===== config.mk =====
export PLATFORM = sky130hd
export DESIGN_NAME = strict_decimal_integer_parser_unit_flat
export DESIGN_NICKNAME = d
export VERILOG_FILES = /design/src/rtl/sdip_pkg.sv /design/src/rtl/sdip_in_if.sv /design/src/rtl/sdip_out_if.sv /design/src/rtl/strict_decimal_integer_parser_unit.sv /design/src/flat_wrapper.sv
export SDC_FILE = /design/constraint.sdc
export NUM_CORES = 1
export LEC_CHECK = 0
export BUFFER_PORTS_ARGS = -buffer_cell sky130_fd_sc_hd__buf_2
export CAP_MARGIN = 10
export CORE_MARGIN = 4
export CORE_UTILIZATION = 55
export CTS_CLUSTER_DIAMETER = 40
export DETAILED_ROUTE_END_ITERATION = 16
export HOLD_SLACK_MARGIN = 0.12
export MAX_ROUTING_LAYER = met4
export PLACE_DENSITY = 0.85
export SYNTH_ARGS = -nofsm -noshare
export SYNTH_HDL_FRONTEND = slang
export SYNTH_SLANG_ARGS = --single-unit

===== constraint.sdc =====
create_clock -name clk -period 11.45 [get_ports clk]
set_input_delay 1.145 -clock clk [delete_from_list [all_inputs] [get_ports clk]]
set_output_delay 1.145 -clock clk [all_outputs]
set_load 0.05 [all_outputs]

===== src/rtl/sdip_pkg.sv =====
`timescale 1ns / 1ps
package sdip_pkg;

  localparam int unsigned ValueWidth  = 64;
  localparam int unsigned SymbolWidth = 8;

  localparam logic [SymbolWidth-1:0] SymNul   = 8'h00;
  localparam logic [SymbolWidth-1:0] SymMinus = 8'h2D;
  localparam logic [SymbolWidth-1:0] SymZero  = 8'h30;
  localparam logic [SymbolWidth-1:0] SymNine  = 8'h39;

  // Largest magnitude that may still take a digit: floor((2^64-1) / 10)
  localparam logic [ValueWidth-1:0] MagDiv10   = 64'h1999_9999_9999_9999;
  localparam logic [3:0]            MagLastDig = 4'd5;

  typedef enum logic [1:0] {
    STATUS_OK         = 2'd0,
    STATUS_BAD_FORMAT = 2'd1,
    STATUS_OVERFLOW   = 2'd2
  } status_t;

  // Final parse state of one string, decoded into a word on the way out
  typedef struct packed {
    logic                  mode;
    logic [ValueWidth-1:0] mag;
    logic                  ovf;
    logic                  neg;
    logic                  digits;
    logic                  bad;
  } res_t;

endpackage


===== src/rtl/sdip_in_if.sv =====
`timescale 1ns / 1ps
interface sdip_in_if;
  logic       valid;
  logic       ready;
  logic       mode;
  logic [7:0] symbol;
  logic       has_symbol;
  logic       last;

  modport source (output valid, mode, symbol, has_symbol, last, input ready);
  modport sink   (input valid, mode, symbol, has_symbol, last, output ready);
endinterface


===== src/rtl/sdip_out_if.sv =====
`timescale 1ns / 1ps
interface sdip_out_if;
  logic        valid;
  logic        ready;
  logic [63:0] value;
  logic [1:0]  status;

  modport source (output valid, value, status, input ready);
  modport sink   (input valid, value, status, output ready);
endinterface


===== src/rtl/strict_decimal_integer_parser_unit.sv =====
`timescale 1ns / 1ps
// Strict decimal integer parser: takes one byte of a string per cycle on item
// and, on the word marked last, returns the 64-bit value and a status on result
// (0 ok, 1 invalid format, 2 overflow; value is 0 on error). The string is an
// optional leading minus and one or more digits; a zero byte ends it early.
// mode on the last word picks signed (0) or unsigned (1) range. Throughput is
// one byte per cycle with no gaps between strings while item.ready is high;
// the accumulator step (times ten as shift-and-add, plus the digit, with its
// overflow compare) is the one path that sets this. A result is registered
// into a two-entry output buffer when its last byte is accepted; input runs on
// while a result waits, and item.ready drops only when both entries are full.
module strict_decimal_integer_parser_unit (
  input logic       clk,
  input logic       rst,
  sdip_in_if.sink   item,
  sdip_out_if.source result
);
  import sdip_pkg::*;

  // Accumulator state
  logic [ValueWidth-1:0] mag, mag_next;
  logic ovf, ovf_next;
  logic neg, neg_next;
  logic digits, digits_next;
  logic bad, bad_next;
  logic term, term_next;
  logic pos, pos_next;

  // Output buffer: head entry and skid entry
  res_t res_head, res_skid, res_new;
  logic head_valid, skid_valid;

  logic                  accept;
  logic                  push;
  logic                  pop;
  logic [3:0]            dig;
  logic                  is_digit;
  logic                  dig_ovf;
  logic [ValueWidth-1:0] mag_x10;
  status_t               out_status;
  logic [ValueWidth-1:0] out_value;

  assign item.ready = !skid_valid;
  assign accept     = item.valid && item.ready;
  assign push       = accept && item.last;
  assign pop        = head_valid && result.ready;

  // Take one byte into the accumulator
  always_comb begin
    digits_next = digits;
    mag_next    = mag;
    ovf_next    = ovf;
    neg_next    = neg;
    bad_next    = bad;
    term_next   = term;
    pos_next    = pos;
    is_digit    = (item.symbol >= SymZero) && (item.symbol <= SymNine);
    dig         = 4'(item.symbol - SymZero);
    mag_x10     = (mag << 3) + (mag << 1);
    dig_ovf     = (mag > MagDiv10) || ((mag == MagDiv10) && (dig > MagLastDig));
    if (item.has_symbol && !term) begin
      if (item.symbol == SymNul) begin
        term_next = 1'b1;
      end else begin
        pos_next = 1'b1;
        if (is_digit) begin
          digits_next = 1'b1;
          if (!ovf) begin
            if (dig_ovf) begin
              ovf_next = 1'b1;
            end else begin
              mag_next = mag_x10 + {{(ValueWidth-4){1'b0}}, dig};
            end
          end
        end else if ((item.symbol == SymMinus) && !pos) begin
          neg_next = 1'b1;
        end else begin
          bad_next = 1'b1;
        end
      end
    end
  end

  always_comb begin
    res_new.mode   = item.mode;
    res_new.mag    = mag_next;
    res_new.ovf    = ovf_next;
    res_new.neg    = neg_next;
    res_new.digits = digits_next;
    res_new.bad    = bad_next;
  end

  // Advance the accumulator; clear it after the last byte of a string
  always_ff @(posedge clk) begin
    if (rst || push) begin
      mag    <= '0;
      ovf    <= 1'b0;
      neg    <= 1'b0;
      digits <= 1'b0;
      bad    <= 1'b0;
      term   <= 1'b0;
      pos    <= 1'b0;
    end else if (accept) begin
      mag    <= mag_next;
      ovf    <= ovf_next;
      neg    <= neg_next;
      digits <= digits_next;
      bad    <= bad_next;
      term   <= term_next;
      pos    <= pos_next;
    end
  end

  // Hold finished words in head, spill into skid while head is stalled
  always_ff @(posedge clk) begin
    if (rst) begin
      head_valid <= 1'b0;
      skid_valid <= 1'b0;
    end else if (skid_valid) begin
      if (pop) begin
        res_head   <= res_skid;
        skid_valid <= 1'b0;
      end
    end else if (push) begin
      if (!head_valid || pop) begin
        res_head   <= res_new;
        head_valid <= 1'b1;
      end else begin
        res_skid   <= res_new;
        skid_valid <= 1'b1;
      end
    end else if (pop) begin
      head_valid <= 1'b0;
    end
  end

  // Decode the head entry into status and value
  always_comb begin
    out_status = STATUS_OK;
    out_value  = '0;
    if (res_head.bad || !res_head.digits) begin
      out_status = STATUS_BAD_FORMAT;
    end else if (res_head.mode) begin
      if (res_head.neg || res_head.ovf) begin
        out_status = STATUS_OVERFLOW;
      end else begin
        out_value = res_head.mag;
      end
    end else if (res_head.ovf) begin
      out_status = STATUS_OVERFLOW;
    end else if (res_head.neg) begin
      // Negative side reaches down to minus 2^63
      if (res_head.mag[ValueWidth-1] && (|res_head.mag[ValueWidth-2:0])) begin
        out_status = STATUS_OVERFLOW;
      end else begin
        out_value = '0 - res_head.mag;
      end
    end else if (res_head.mag[ValueWidth-1]) begin
      out_status = STATUS_OVERFLOW;
    end else begin
      out_value = res_head.mag;
    end
  end

  assign result.valid  = head_valid;
  assign result.value  = out_value;
  assign result.status = out_status;

endmodule


===== src/flat_wrapper.sv =====
// flat-port wrapper written by rule: the top's interface ports become plain ports
module strict_decimal_integer_parser_unit_flat import sdip_pkg::*;
  (clk, rst, item_valid, item_mode, item_symbol, item_has_symbol, item_last, item_ready, result_valid, result_value, result_status, result_ready);
  sdip_in_if item_i ();
  sdip_out_if result_i ();
  input logic clk;
  input logic rst;
  input wire logic [$bits(item_i.valid)-1:0] item_valid;
  input wire logic [$bits(item_i.mode)-1:0] item_mode;
  input wire logic [$bits(item_i.symbol)-1:0] item_symbol;
  input wire logic [$bits(item_i.has_symbol)-1:0] item_has_symbol;
  input wire logic [$bits(item_i.last)-1:0] item_last;
  output wire logic [$bits(item_i.ready)-1:0] item_ready;
  output wire logic [$bits(result_i.valid)-1:0] result_valid;
  output wire logic [$bits(result_i.value)-1:0] result_value;
  output wire logic [$bits(result_i.status)-1:0] result_status;
  input wire logic [$bits(result_i.ready)-1:0] result_ready;
  assign item_i.valid = item_valid;
  assign item_i.mode = item_mode;
  assign item_i.symbol = item_symbol;
  assign item_i.has_symbol = item_has_symbol;
  assign item_i.last = item_last;
  assign item_ready = item_i.ready;
  assign result_valid = result_i.valid;
  assign result_value = result_i.value;
  assign result_status = result_i.status;
  assign result_i.ready = result_ready;
  strict_decimal_integer_parser_unit u_core (.clk(clk), .rst(rst), .item(item_i), .result(result_i));
endmodule

==> flow_summary_export.csv <==
group,metric,value,unit
critical_path,required,10310,ps
timing,setup_violations,0,
pwr,clockPowerShare,41.3,%
yosys,synth_top_area_share,26.8,%
pwr,sw_frac_of_total,26.7,%
cts,cts_hold_buf,0,
critical_path,worstPathArrival,4890,ps
grt,gr-total-overflow,0,
detailed_routing,drc,0,
timing,clock.fmax,0.166,GHz
cts,cts_resized,0,
yosys,synth-xor-area-share,4.31,%
detailed_routing,via_per_inst,6.54,
placement,io_buffers,82,
timing,worst_pin_slew,1130,ps
placement,gp_congestion,0.991,
timing,hold_viol,0,
timing,period_minus_slack,6030,ps
yosys,yosysWarnings,0,
pwr,p_leak,0.00699,µW
cts,clkTransAtPathRegs,70,ps
yosys,yosys.area.top_type,"edfxtp_1",
critical_path,reg2reg_slack,6690,ps
pwr,net-switching-power,466,µW
yosys,synth_common_cells,"nor2_1, nand2_1, o21ai_0",
grt,antenna_found_initial,0,
critical_path,end_kind,"primary output",
cts,worstSkewPairLatency,510,ps
hold_path,min-delay-path-class,"flip-flop to flip-flop",
yosys,synthAdderAreaFrac,10.2,%
finish,final_nets,1928,
run_status,status,"completed",
detailed_routing,route.met2.wl,19.4,mm
finish,area_delta_synth_final,9.25,%
detailed_routing,routed-wl-met3,4.72,mm
detailed_routing,initialDrtViolationCount,1958,
yosys,synth_nets,1904,
cts,tritoncts,"yes",
finish,stdcell_area,16900,µm²
timing,rsz0062_at_grt,"no",
yosys,synth_cell_type_count,76,
pwr,power_frac_comb,10.4,%
grt,track_usage,28.2,%
pwr,seq_power_share,48.2,%
timing,slew_viol_final,0,
grt,grt_pass1_wl,69.6,mm
yosys,ys_top_cells_by_area,"edfxtp_1, ha_1, dfxtp_1",
floorplan,rows,61,
yosys,synth_edf_count,138,
placement,dp_hpwl,31.8,mm
floorplan,die_area,30800,µm²
critical_path,worst-path-max-fanout,12,
pwr,p_int,1280,µW
floorplan,die_h,176,µm
yosys,yosysMostFrequentCell,"nor2_1",
yosys,synth_area,15400,µm²
pwr,ir_drop,0.0814,mV
pwr,pwr_density_cell,104,nW/µm²
critical_path,critPathKind,"flip-flop to primary output",
yosys,synth_flop_cell,"edfxtp_1",
detailed_routing,m1WireLength,18.8,mm
detailed_routing,dr.pass1.iters,5,
cts,postCtsSetupBuffers,0,
detailed_routing,ant_nets,0,
critical_path,startpoint_type,"flip-flop",
detailed_routing,wirelength,44.4,mm
yosys,synth-seq-cells,210,
cts,clock-root-buffer,"clkbuf_16",
finish,drive_gt1_share,14.2,%
floorplan,core_area,27800,µm²
finish,final_core_util,60.7,%
yosys,synth_compound_area_share,20.4,%
grt,grt_pass1_vias,13100,
timing,finalSetupTns,0,ps
timing,period_share,52.7,%
cts,clock-sinks,210,
yosys,synth_mux_area_share,6.01,%
run,cap_violations,0,
cts,clockBufferDepth,3,
placement,post_dp_cell_area,16100,µm²
detailed_routing,vias,14300,
yosys,async_reset_ff_share,0,%
yosys,synth-simple-area-share,19.5,%
yosys,synth-seq-area-share,36.2,%
detailed_routing,routed.top_layer,"met4",
detailed_routing,wire_per_inst,20.3,µm
cts,h-tree-depth,1,
yosys,synth_area_per_cell,8.76,µm²
timing,slew-limit-headroom,23.9,%
finish,diodes,0,
floorplan,start_util,55.6,%
cts,cts_made_buffers,22,
floorplan,die_w,176,µm
yosys,syn_inst,1764,
yosys,synth_top_family_by_area,"compound AO/OA/AOI/OAI gates",
grt,grt_max_degree,78,
floorplan,ios,83,
timing,skew,14.2,ps
metrics by stage:
| stage | hold slack, ps | total power (µW) | instances | setup WS, ps |
|---|---|---|---|---|
| 6_report | 469 | 1750 | 2182 | 5420 |
| 5_1_grt | 532 | 1800 | 2182 | 5050 |
| 4_1_cts | 474 | 1750 | 2182 | 5480 |
| 3_5_place_dp | 459 | 1030 | 2142 | 5930 |
| 3_3_place_gp | 440 | 1030 | 2142 | 6010 |
| 2_1_floorplan | 430 | 980 | 1764 | 2060 |
worst max-delay path, stage by stage, from the launching register on:
cell and delay [ps]:
edfxtp_1 450, nor4_2 470, nand3_1 300, or4_1 750, nor4_4 410, nand2_1 110
nand2_1 360, nand2_1 410, nor3_2 510, nand3_1 140, a31oi_1 180, buf_2 280
cell type report:
class	count	area [µm²]
Timing Repair Buffer	100	546
Tap cell	378	473
Sequential cell	210	5590
Inverter	35	131
Multi-Input combinational cell	1419	9380
Fill cell	2265	10900
Clock inverter	12	131
Clock buffer	28	624
routing by layer:
layer  up-vias  GRT usage (%)
met5         -              -
met4         0           8.51
met3       112           4.46
met2       883           42.3
met1      6653           39.6
li1       6613              -
cell families after synthesis:
family,Yosys count
flops,210
simple gates,625
fa+ha+maj,125
compound gates,510
buf+inv,135
xor+xnor,76
mux,83
state kept, by name (all words and copies together) (netlist names):
signal / cells
u_core.bad: 1
u_core.digits: 1
u_core.mag: 64
u_core.neg: 1
u_core.ovf: 1
u_core.pos: 1
u_core.res_head: 69
u_core.res_skid: 69
u_core.result.valid: 1
u_core.skid_valid: 1
u_core.term: 1
power by group through the flow:
stage                     sequential (µW)  clock, µW  combinational [µW]
after detailed placement              859          0                 176
after CTS                             842        724                 178
after floorplan                       853          0                 128
after global placement                858          0                 171
after global routing                  845        762                 198
final                                 844        723                 183
path summary, 6_finish.rpt:
| kind | from | to | cells after the start |
|---|---|---|---|
| hold reg to reg | u_core.digits$_SDFFE_PP0P_ | u_core.digits$_SDFFE_PP0P_ | 2 |
| setup reg to reg | u_core.mag[0]$_SDFFE_PP0P_ | u_core.res_head[59]$_DFFE_PP_ | 14 |
| setup / recovery | u_core.res_head[20]$_DFFE_PP_ | result_value[18] | 11 |
| hold / removal | u_core.digits$_SDFFE_PP0P_ | u_core.digits$_SDFFE_PP0P_ | 2 |
placed cells by master, fill, tap and decap left out, drive strengths merged, types with 6 or more instances in the layout:
master,synthesis,routed
nand3,23,23
nor2,188,188
a21oi,152,152
dfxtp,72,72
clkbuf,84,28
and3,9,9
xnor2,45,45
a32oi,6,6
inv,35,38
mux2,78,78
or4,15,15
nor3b,6,6
nand2,181,181
a31oi,20,20
o21ai,156,156
nor3,70,70
xor2,31,31
nor4,21,21
o211ai,9,9
ha,123,123
nand4,31,31
clkinv,0,7
nor2b,9,9
o31ai,13,13
or2,12,12
buf,16,100
a211oi,19,19
a22o,17,17
edfxtp,138,138
nand2b,13,13
o211a,6,6
or3,26,26
o21a,12,12
a21o,38,38
o21bai,17,17
(Power assumes the default switching activity.)
